<file path="config.mk">
export PLATFORM = sky130hd
export DESIGN_NAME = sorted_priority_queue_top
export DESIGN_NICKNAME = d
export VERILOG_FILES = /design/src/rtl/spq_pkg.sv /design/src/rtl/spq_ram.sv /design/src/rtl/spq_datapath.sv /design/src/rtl/spq_ctrl.sv /design/src/rtl/sorted_priority_queue_top.sv
export SDC_FILE = /design/constraint.sdc
export NUM_CORES = 2
export LEC_CHECK = 0
export BUFFER_PORTS_ARGS = -buffer_cell sky130_fd_sc_hd__buf_4
export CAP_MARGIN = 15
export CORE_MARGIN = 2
export CORE_UTILIZATION = 50
export DETAILED_ROUTE_END_ITERATION = 8
export PLACE_DENSITY_LB_ADDON = 0.25
export REMOVE_ABC_BUFFERS = 1
export SYNTH_ARGS = -nofsm -noshare
export SYNTH_HDL_FRONTEND = slang
export SYNTH_HIERARCHICAL = 1
export SYNTH_SLANG_ARGS = --single-unit
</file>
<file path="constraint.sdc">
create_clock -name clock -period 14.5 [get_ports clock]
set_input_delay 0.725 -clock clock [delete_from_list [all_inputs] [get_ports clock]]
set_output_delay 0.725 -clock clock [all_outputs]
set_load 0.05 [all_outputs]
</file>
<file path="src/rtl/spq_pkg.sv">
// Shared types and codes for the sorted priority queue.
// No dependencies; imported by every module of the block but spq_ram.
`timescale 1ns / 1ps
`default_nettype none

package spq_pkg;

   localparam int CAP_W = 7;
   localparam int VALUE_W = 32;
   localparam logic [CAP_W-1:0] CAPACITY_RESET = 7'd64;

   typedef enum logic {
      OP_ENQ = 1'b0,
      OP_DEQ = 1'b1
   } spq_op_type;

   typedef enum logic [1:0] {
      ST_OK    = 2'd0,
      ST_FULL  = 2'd1,
      ST_EMPTY = 2'd2
   } spq_status_type;

   typedef enum logic [4:0] {
      S_IDLE  = 5'b00001,
      S_DEQ   = 5'b00010,
      S_CMP   = 5'b00100,
      S_PLACE = 5'b01000,
      S_DONE  = 5'b10000
   } spq_state_type;

   // controller -> datapath
   typedef struct packed {
      logic accept;   // latch request, set up insertion pointers, issue first read
      logic shift;    // move read word up one slot
      logic rd_next;  // read the next lower slot
      logic place;    // write new value at insertion slot
      logic deq;      // take head word, free its slot
      logic load;     // move result into output register
   } spq_cmd_type;

   // datapath -> controller
   typedef struct packed {
      logic full;
      logic empty;
      logic gt;         // word read is greater than new value
      logic steps_one;  // last word left to compare
   } spq_stat_type;

endpackage

`default_nettype wire

</file>
<file path="src/rtl/spq_ram.sv">
// Generic single-port-write, single-port-read RAM with registered read.
// No dependencies.
`timescale 1ns / 1ps
`default_nettype none

module spq_ram #(
   parameter int WIDTH = 32,
   parameter int DEPTH = 64
) (
   input  wire logic                     clock,
   input  wire logic                     we,
   input  wire logic [$clog2(DEPTH)-1:0] waddr,
   input  wire logic [WIDTH-1:0]         wdata,
   input  wire logic                     re,
   input  wire logic [$clog2(DEPTH)-1:0] raddr,
   output logic      [WIDTH-1:0]         rdata
);

   logic [WIDTH-1:0] mem [DEPTH];

   always_ff @(posedge clock) begin
      if (we) begin
         mem[waddr] <= wdata;
      end
      if (re) begin
         rdata <= mem[raddr];
      end
   end

endmodule

`default_nettype wire

</file>
<file path="src/rtl/spq_datapath.sv">
// Datapath: ring-buffer storage kept sorted, pointers, count, capacity, result regs.
// Depends on spq_pkg and spq_ram.
`timescale 1ns / 1ps
`default_nettype none

module spq_datapath import spq_pkg::*; #(
   parameter int DEPTH = 64
) (
   input  wire logic                         clock,
   input  wire logic                         reset,
   input  wire logic                         csr_we,
   input  wire logic [CAP_W-1:0]             csr_wdata,
   input  wire logic                         req_opcode,
   input  wire logic signed [VALUE_W-1:0]    req_value,
   input  wire spq_cmd_type                  cmd,
   output spq_stat_type                      stat,
   output logic signed [VALUE_W-1:0]         rsp_result_value,
   output logic [1:0]                        rsp_status,
   output logic [$clog2(DEPTH+1)-1:0]        rsp_occupancy
);

   localparam int AW = $clog2(DEPTH);
   localparam int CW = $clog2(DEPTH + 1);
   localparam int SW = CW + 1;
   localparam int LW = (CW > CAP_W) ? CW : CAP_W;
   localparam logic [AW-1:0] LAST_SLOT = AW'(DEPTH - 1);

   function automatic logic [AW-1:0] prev_slot(input logic [AW-1:0] a);
      return (a == '0) ? LAST_SLOT : a - 1'b1;
   endfunction

   logic [CAP_W-1:0]          capacity_ff, capacity_in;
   logic [AW-1:0]             head_ff, head_in;
   logic [CW-1:0]             count_ff, count_in;
   logic [AW-1:0]             pos_ff, pos_in;
   logic [AW-1:0]             pm1_ff, pm1_in;
   logic [CW-1:0]             steps_ff, steps_in;
   logic signed [VALUE_W-1:0] x_ff, x_in;
   logic signed [VALUE_W-1:0] res_value_ff, res_value_in;
   spq_status_type            res_status_ff, res_status_in;
   logic signed [VALUE_W-1:0] out_value_ff, out_value_in;
   spq_status_type            out_status_ff, out_status_in;
   logic [CW-1:0]             out_occ_ff, out_occ_in;

   logic [SW-1:0]             tail_sum;
   logic [AW-1:0]             tail;
   logic [LW-1:0]             limit;
   logic [VALUE_W-1:0]        rdata;
   logic                      ram_we;
   logic [VALUE_W-1:0]        ram_wdata;
   logic                      ram_re;
   logic [AW-1:0]             ram_raddr;

   // tail slot = (head + count) mod DEPTH; sum stays below 2*DEPTH
   assign tail_sum = SW'(head_ff) + SW'(count_ff);
   assign tail = (tail_sum >= SW'(DEPTH)) ? AW'(tail_sum - SW'(DEPTH)) : AW'(tail_sum);

   // capacity saturates at DEPTH
   assign limit = (LW'(capacity_ff) > LW'(DEPTH)) ? LW'(DEPTH) : LW'(capacity_ff);

   assign stat.full      = (LW'(count_ff) >= limit);
   assign stat.empty     = (count_ff == '0);
   assign stat.gt        = ($signed(rdata) > x_ff);
   assign stat.steps_one = (steps_ff == CW'(1));

   // single write address: insertion slot
   assign ram_we    = cmd.shift | cmd.place;
   assign ram_wdata = cmd.shift ? rdata : x_ff;
   assign ram_re    = cmd.accept | cmd.rd_next;
   assign ram_raddr = cmd.accept ? ((req_opcode == OP_DEQ) ? head_ff : prev_slot(tail))
                                 : prev_slot(pm1_ff);

   spq_ram #(
      .WIDTH(VALUE_W),
      .DEPTH(DEPTH)
   ) u_ram (
      .clock (clock),
      .we    (ram_we),
      .waddr (pos_ff),
      .wdata (ram_wdata),
      .re    (ram_re),
      .raddr (ram_raddr),
      .rdata (rdata)
   );

   always_comb begin
      capacity_in   = csr_we ? csr_wdata : capacity_ff;
      head_in       = head_ff;
      count_in      = count_ff;
      pos_in        = pos_ff;
      pm1_in        = pm1_ff;
      steps_in      = steps_ff;
      x_in          = x_ff;
      res_value_in  = res_value_ff;
      res_status_in = res_status_ff;
      out_value_in  = out_value_ff;
      out_status_in = out_status_ff;
      out_occ_in    = out_occ_ff;

      if (cmd.accept) begin
         x_in         = req_value;
         pos_in       = tail;
         pm1_in       = prev_slot(tail);
         steps_in     = count_ff;
         res_value_in = '0;
         if (req_opcode == OP_DEQ) begin
            res_status_in = stat.empty ? ST_EMPTY : ST_OK;
         end else begin
            res_status_in = stat.full ? ST_FULL : ST_OK;
         end
      end
      if (cmd.shift) begin
         pos_in   = pm1_ff;
         pm1_in   = prev_slot(pm1_ff);
         steps_in = steps_ff - 1'b1;
      end
      if (cmd.place) begin
         count_in = count_ff + 1'b1;
      end
      if (cmd.deq) begin
         res_value_in = $signed(rdata);
         head_in      = (head_ff == LAST_SLOT) ? '0 : head_ff + 1'b1;
         count_in     = count_ff - 1'b1;
      end
      if (cmd.load) begin
         out_value_in  = res_value_ff;
         out_status_in = res_status_ff;
         out_occ_in    = count_ff;
      end
   end

   always_ff @(posedge clock) begin
      if (reset) begin
         capacity_ff <= CAPACITY_RESET;
         head_ff     <= '0;
         count_ff    <= '0;
      end else begin
         capacity_ff <= capacity_in;
         head_ff     <= head_in;
         count_ff    <= count_in;
      end
      pos_ff        <= pos_in;
      pm1_ff        <= pm1_in;
      steps_ff      <= steps_in;
      x_ff          <= x_in;
      res_value_ff  <= res_value_in;
      res_status_ff <= res_status_in;
      out_value_ff  <= out_value_in;
      out_status_ff <= out_status_in;
      out_occ_ff    <= out_occ_in;
   end

   assign rsp_result_value = out_value_ff;
   assign rsp_status       = out_status_ff;
   assign rsp_occupancy    = out_occ_ff;

endmodule

`default_nettype wire

</file>
<file path="src/rtl/spq_ctrl.sv">
// Controller: sequences insertion shifts, dequeue reads and result hand-off.
// Depends on spq_pkg.
`timescale 1ns / 1ps
`default_nettype none

module spq_ctrl import spq_pkg::*; (
   input  wire logic         clock,
   input  wire logic         reset,
   input  wire logic         req_valid,
   output logic              req_ready,
   input  wire logic         req_opcode,
   output logic              rsp_valid,
   input  wire logic         rsp_ready,
   input  wire spq_stat_type stat,
   output spq_cmd_type       cmd
);

   spq_state_type state_ff, state_in;
   logic          rsp_valid_ff, rsp_valid_in;

   always_comb begin
      state_in  = state_ff;
      cmd       = '0;
      req_ready = 1'b0;

      unique case (state_ff)
         S_IDLE: begin
            req_ready = 1'b1;
            if (req_valid) begin
               cmd.accept = 1'b1;
               if (req_opcode == OP_DEQ) begin
                  state_in = stat.empty ? S_DONE : S_DEQ;
               end else if (stat.full) begin
                  state_in = S_DONE;
               end else begin
                  state_in = stat.empty ? S_PLACE : S_CMP;
               end
            end
         end
         S_DEQ: begin
            cmd.deq  = 1'b1;
            state_in = S_DONE;
         end
         S_CMP: begin
            if (stat.gt) begin
               cmd.shift   = 1'b1;
               cmd.rd_next = ~stat.steps_one;
               state_in    = stat.steps_one ? S_PLACE : S_CMP;
            end else begin
               cmd.place = 1'b1;
               state_in  = S_DONE;
            end
         end
         S_PLACE: begin
            cmd.place = 1'b1;
            state_in  = S_DONE;
         end
         S_DONE: begin
            if (!rsp_valid_ff || rsp_ready) begin
               cmd.load = 1'b1;
               state_in = S_IDLE;
            end
         end
         default: begin
            state_in = S_IDLE;
         end
      endcase
   end

   assign rsp_valid_in = cmd.load | (rsp_valid_ff & ~rsp_ready);

   always_ff @(posedge clock) begin
      if (reset) begin
         state_ff     <= S_IDLE;
         rsp_valid_ff <= 1'b0;
      end else begin
         state_ff     <= state_in;
         rsp_valid_ff <= rsp_valid_in;
      end
   end

   assign rsp_valid = rsp_valid_ff;

endmodule

`default_nettype wire

</file>
<file path="src/rtl/sorted_priority_queue_top.sv">
// Sorted min priority queue: top level joining controller and datapath.
// Depends on spq_pkg, spq_ctrl, spq_datapath (which holds spq_ram).
//
// Usage:
//   req_* : one word per item; req_opcode 0 enqueues req_value, 1 dequeues
//           the smallest entry. Equal values leave in arrival order.
//   rsp_* : one word per item: dequeued value (zero otherwise), status
//           (ok / full-dropped / empty) and occupancy after the item.
//   csr_we/csr_wdata : capacity register, reset 64, saturates at DEPTH.
//           Write only while the block is idle.
// Sequence: a refused enqueue or an empty dequeue goes straight to the done
//   state; a dequeue reads the head word first; an enqueue shifts up each held
//   entry greater than the new value (one shift per cycle through the storage
//   RAM's single read and write port), then places the new value.
// The next item is taken the cycle after the result of the last one enters
//   the output register. Storage is a ring, so a dequeue moves no data; it
//   only advances the head pointer and lowers the count.
// Reset: queue empty, capacity 64. Storage contents are not cleared; only
//   data read from slots holding live entries is ever used.
// Stall: a result waits in the output register while rsp_ready is low; the
//   block still accepts and works the next item, then holds until that
//   register frees up.
`timescale 1ns / 1ps
`default_nettype none

module sorted_priority_queue_top import spq_pkg::*; #(
   parameter int DEPTH = 64
) (
   input  wire logic                         clock,
   input  wire logic                         reset,
   input  wire logic                         csr_we,
   input  wire logic [CAP_W-1:0]             csr_wdata,
   input  wire logic                         req_valid,
   output logic                              req_ready,
   input  wire logic                         req_opcode,
   input  wire logic signed [VALUE_W-1:0]    req_value,
   output logic                              rsp_valid,
   input  wire logic                         rsp_ready,
   output logic signed [VALUE_W-1:0]         rsp_result_value,
   output logic [1:0]                        rsp_status,
   output logic [$clog2(DEPTH+1)-1:0]        rsp_occupancy
);

   localparam int CW = $clog2(DEPTH + 1);

   spq_cmd_type  cmd;
   spq_stat_type stat;

   spq_ctrl u_ctrl (
      .clock      (clock),
      .reset      (reset),
      .req_valid  (req_valid),
      .req_ready  (req_ready),
      .req_opcode (req_opcode),
      .rsp_valid  (rsp_valid),
      .rsp_ready  (rsp_ready),
      .stat       (stat),
      .cmd        (cmd)
   );

   spq_datapath #(
      .DEPTH(DEPTH)
   ) u_datapath (
      .clock            (clock),
      .reset            (reset),
      .csr_we           (csr_we),
      .csr_wdata        (csr_wdata),
      .req_opcode       (req_opcode),
      .req_value        (req_value),
      .cmd              (cmd),
      .stat             (stat),
      .rsp_result_value (rsp_result_value),
      .rsp_status       (rsp_status),
      .rsp_occupancy    (rsp_occupancy)
   );

   // occupancy never exceeds storage depth
   a_occ_bound: assert property (@(posedge clock) disable iff (reset)
      rsp_valid |-> (rsp_occupancy <= CW'(DEPTH)))
      else $error("occupancy above depth");

   // refused items carry a zero value
   a_refused_zero: assert property (@(posedge clock) disable iff (reset)
      (rsp_valid && (rsp_status == ST_FULL || rsp_status == ST_EMPTY))
         |-> (rsp_result_value == '0))
      else $error("nonzero value on refused item");

   // empty status only with nothing held
   a_empty_occ: assert property (@(posedge clock) disable iff (reset)
      (rsp_valid && rsp_status == ST_EMPTY) |-> (rsp_occupancy == '0))
      else $error("empty status with entries held");

   // no new item accepted back to back after another
   a_one_in_flight: assert property (@(posedge clock) disable iff (reset)
      (req_valid && req_ready) |=> !req_ready)
      else $error("second item accepted back to back");

endmodule

`default_nettype wire

</file>
==> impl_metrics.toml <==
[clock_tree]
cts_made_buffers = 216
path_clk_slew_ps = 60
clock_tree.root_cell = "sky130_fd_sc_hd__clkbuf_16"
cts.sinks = 2232
worstSkewPairLatency_ps = 850
cts_setup_buffers = 0
cts_max_path_buffers = 3
tritoncts = "built"
htree_num_levels = 4

[synthesis]
yosys.area.top_type = "sky130_fd_sc_hd__edfxtp_1"
ys.warnings.count = 6
async_flop_share_pct = 0
synth_edf_count = 2206
synthCells = 3998
synth.ff_latch_count = 2232
synthesis.area_per_instance_sq_um = 21.64
synth_common_cells = "sky130_fd_sc_hd__edfxtp_1, sky130_fd_sc_hd__mux4_2, sky130_fd_sc_hd__nor2_1"
synth.top_cell.area_share_pct = 76.57
count_of_different_cell_masters_after_synthesis = 74
synth.top_cells.by_area = "sky130_fd_sc_hd__edfxtp_1, sky130_fd_sc_hd__mux4_2, sky130_fd_sc_hd__mux2i_1"
yosysMostFrequentCell = "sky130_fd_sc_hd__edfxtp_1"
seq_area_frac_synth_pct = 77.17
synthesis.area_sq_um = 86520
dominantRegCellSynth = "sky130_fd_sc_hd__edfxtp_1"

[job]
max_cap_viol_count = 0

[power]
max-vdd-ir-drop_mv = 0.1122
leakagePower_nw = 30.93
total_power_mw = 14.01
power_density_nw_per_um2 = 143.0

[floorplan]
dieArea_sq_um = 176400
die_h_um = 420.0
dieWidth_um = 420.0
floorplan.initialDensity_pct = 50.38
floorplan.core_area_sq_um = 171700
rows = 152
io_pins = 88

[placed_design]
port_buffers = 87
postPlaceCellArea_sq_um = 91100
detailedPlacementHpwl_mm = 122.7
gp_congestion = 0.8464
post-place-cells = 6330

[detailed_routing]
drtPass1Iterations = 6
drtAntennaViolNets = 0
detail_route.drc_violations = 0
wl_mm = 227.4
detailroute.via_count = 43160
detail_route.wl_per_cell_um = 33.78
route.detailed.vias_per_inst = 6.413
drt_initial_violations = 6540

[sta]
report.final.setup_viol = 0
number_of_hold_violations_in_the_final_report = 0
finalClockSkew_ps = 52.30
slew_limit_fails = 0
worst_pin_slew_ps = 1295
finalWorstPathRequiredPeriod_ps = 7314
setup_repair_after_global_routing_missed_its_margin = "false"
maxSlewHeadroom_pct = 13.66
min_period_over_period_pct = 50.44
max_freq_ghz = 0.1367
fin_hold_ws_ps = 60.07

[layout]
final_net_count = 4343
final_design_area_no_fill_sq_um = 97980
fillers = 12370
final_cells = 6730
drive_above_1_share_pct = 27.15
final_util_pct = 57.05
area.growth.synth_to_final_pct = 13.25

[global_routing]
first_global_vias = 42010
globalRouteOverflowTotal = 0
globalRouteTotalUtil_pct = 25.97
grt_antenna_before_repair = 15
grt_first_pass_wirelength_mm = 317.9
maximum_number_of_pins_on_one_net_before_global_route_repair = 135

[critical_path]
critical_path.max_fanout = 112
critical_path_required_ps = 15040
startpoint_type = "flop"
timing_worst_setup_path_type = "flop to flop"
worst_setup_path_end_kind = "flop"
timing.critical_path.arrival_ps = 7850

[min_path]
worst_min_delay_path_class = "input pin to flop"

[outcome]
run_status = "finished clean"
## cells by family after synthesis
group / count (synthesis) / synth area share (%)
compound gates: 334 / 2.451
xor+xnor: 19 / 0.2270
fa+ha+maj: 58 / 0.8561
buf+inv: 253 / 1.332
flops: 2232 / 77.17
mux: 656 / 15.46
simple gates: 446 / 2.505
## stage by stage
stage	setup TNS (ps)	setup WS, ps
floorplan	-1306220	-44050
global placement	0	7060
detailed placement	0	7194
CTS	0	7157
global route	0	6730
finish	0	7186
## path summary, 6_finish.rpt
kind | startpoint | end | slack [ps] | cells after the start
max | u_datapath/count_ff[0] | u_datapath/u_ram/rdata[30] | 7190 | 14
min | req_value[10] | u_datapath/x_ff[10] | 60 | 1
max reg2reg | u_datapath/count_ff[0] | u_datapath/u_ram/rdata[30] | 7190 | 14
min reg2reg | u_datapath/res_value_ff[5] | u_datapath/rsp_result_value[5] | 410 | 0
## flip-flops by register name, summed over array words and instances (netlist names)
name / flops
u_datapath/capacity_ff: 7
u_datapath/count_ff: 7
u_datapath/head_ff: 6
u_datapath/u_ram/rdata: 32
u_datapath/u_ram/mem: 2048
u_datapath/rsp_result_value: 32
u_datapath/rsp_occupancy: 7
u_datapath/steps_ff: 7
u_ctrl/rsp_valid: 1
u_datapath/rsp_status: 2
u_datapath/res_value_ff: 32
u_datapath/pos_ff: 6
u_datapath/x_ff: 32
u_ctrl/state_ff: 5
u_datapath/pm1_ff: 6
u_datapath/res_status_ff: 2
## cells in the final DEF, fill, tap and decap left out, types with 41 or more instances in the layout
cell type                   instances
sky130_fd_sc_hd__nor2_1           123
sky130_fd_sc_hd__clkbuf_16        219
sky130_fd_sc_hd__mux2i_1          108
sky130_fd_sc_hd__a21oi_1           95
sky130_fd_sc_hd__nor2_4            62
sky130_fd_sc_hd__inv_1             50
sky130_fd_sc_hd__mux4_2           544
sky130_fd_sc_hd__buf_4            217
sky130_fd_sc_hd__nand2_1           83
sky130_fd_sc_hd__ha_1              56
sky130_fd_sc_hd__clkinv_2          41
sky130_fd_sc_hd__edfxtp_1        2206
sky130_fd_sc_hd__clkinv_1          44
sky130_fd_sc_hd__o22ai_1           85
sky130_fd_sc_hd__clkbuf_1          48
## per-layer routing
metal	vias to the layer above	track usage [%]	wire, um
met4	8	8.633	7279
met5	-	0	53
li1	17250	-	-
met1	23080	37.30	87580
met2	2469	40.23	108100
met3	349	5.214	24360
## power breakdown
| part | total [mW] | switching (mW) | internal (mW) |
|---|---|---|---|
| clock | 5.46 | 2.38 | 3.08 |
| sequential | 7.27 | 0.0703 | 7.20 |
| combinational | 1.29 | 0.803 | 0.486 |
| total | 14.0 | 3.26 | 10.8 |
## worst max-delay path: stages, from the launching register on
cell and delay (ps):
sky130_fd_sc_hd__dfxtp_1 440, sky130_fd_sc_hd__ha_1 260, sky130_fd_sc_hd__inv_1 70, sky130_fd_sc_hd__fa_1 390
sky130_fd_sc_hd__nand2b_1 160, sky130_fd_sc_hd__a21oi_1 230, sky130_fd_sc_hd__xnor2_2 200, sky130_fd_sc_hd__o2111ai_1 330
sky130_fd_sc_hd__a31oi_4 820, sky130_fd_sc_hd__buf_4 880, sky130_fd_sc_hd__buf_12 680, sky130_fd_sc_hd__mux4_2 630
sky130_fd_sc_hd__mux4_2 490, sky130_fd_sc_hd__o22ai_1 980, sky130_fd_sc_hd__nor2_1 120
## timing repair
| action | CTS | global route |
|---|---|---|
| endpoints found under the hold margin | 1 | 0 |
| gates resized for setup | 0 | 0 |
| hold buffers | 1 | 0 |
## layout make-up
class	instances	area, sq um	area share (%)
Antenna cell	7	17.52	0.01788
Clock buffer	268	5674	5.791
Clock inverter	123	1154	1.177
Inverter	51	191.4	0.1954
Multi-Input combinational cell	1513	19500	19.91
Sequential cell	2232	66760	68.14
Tap cell	2310	2890	2.950
Timing Repair Buffer	226	1784	1.821
Power figures use the tool's default switching activity.
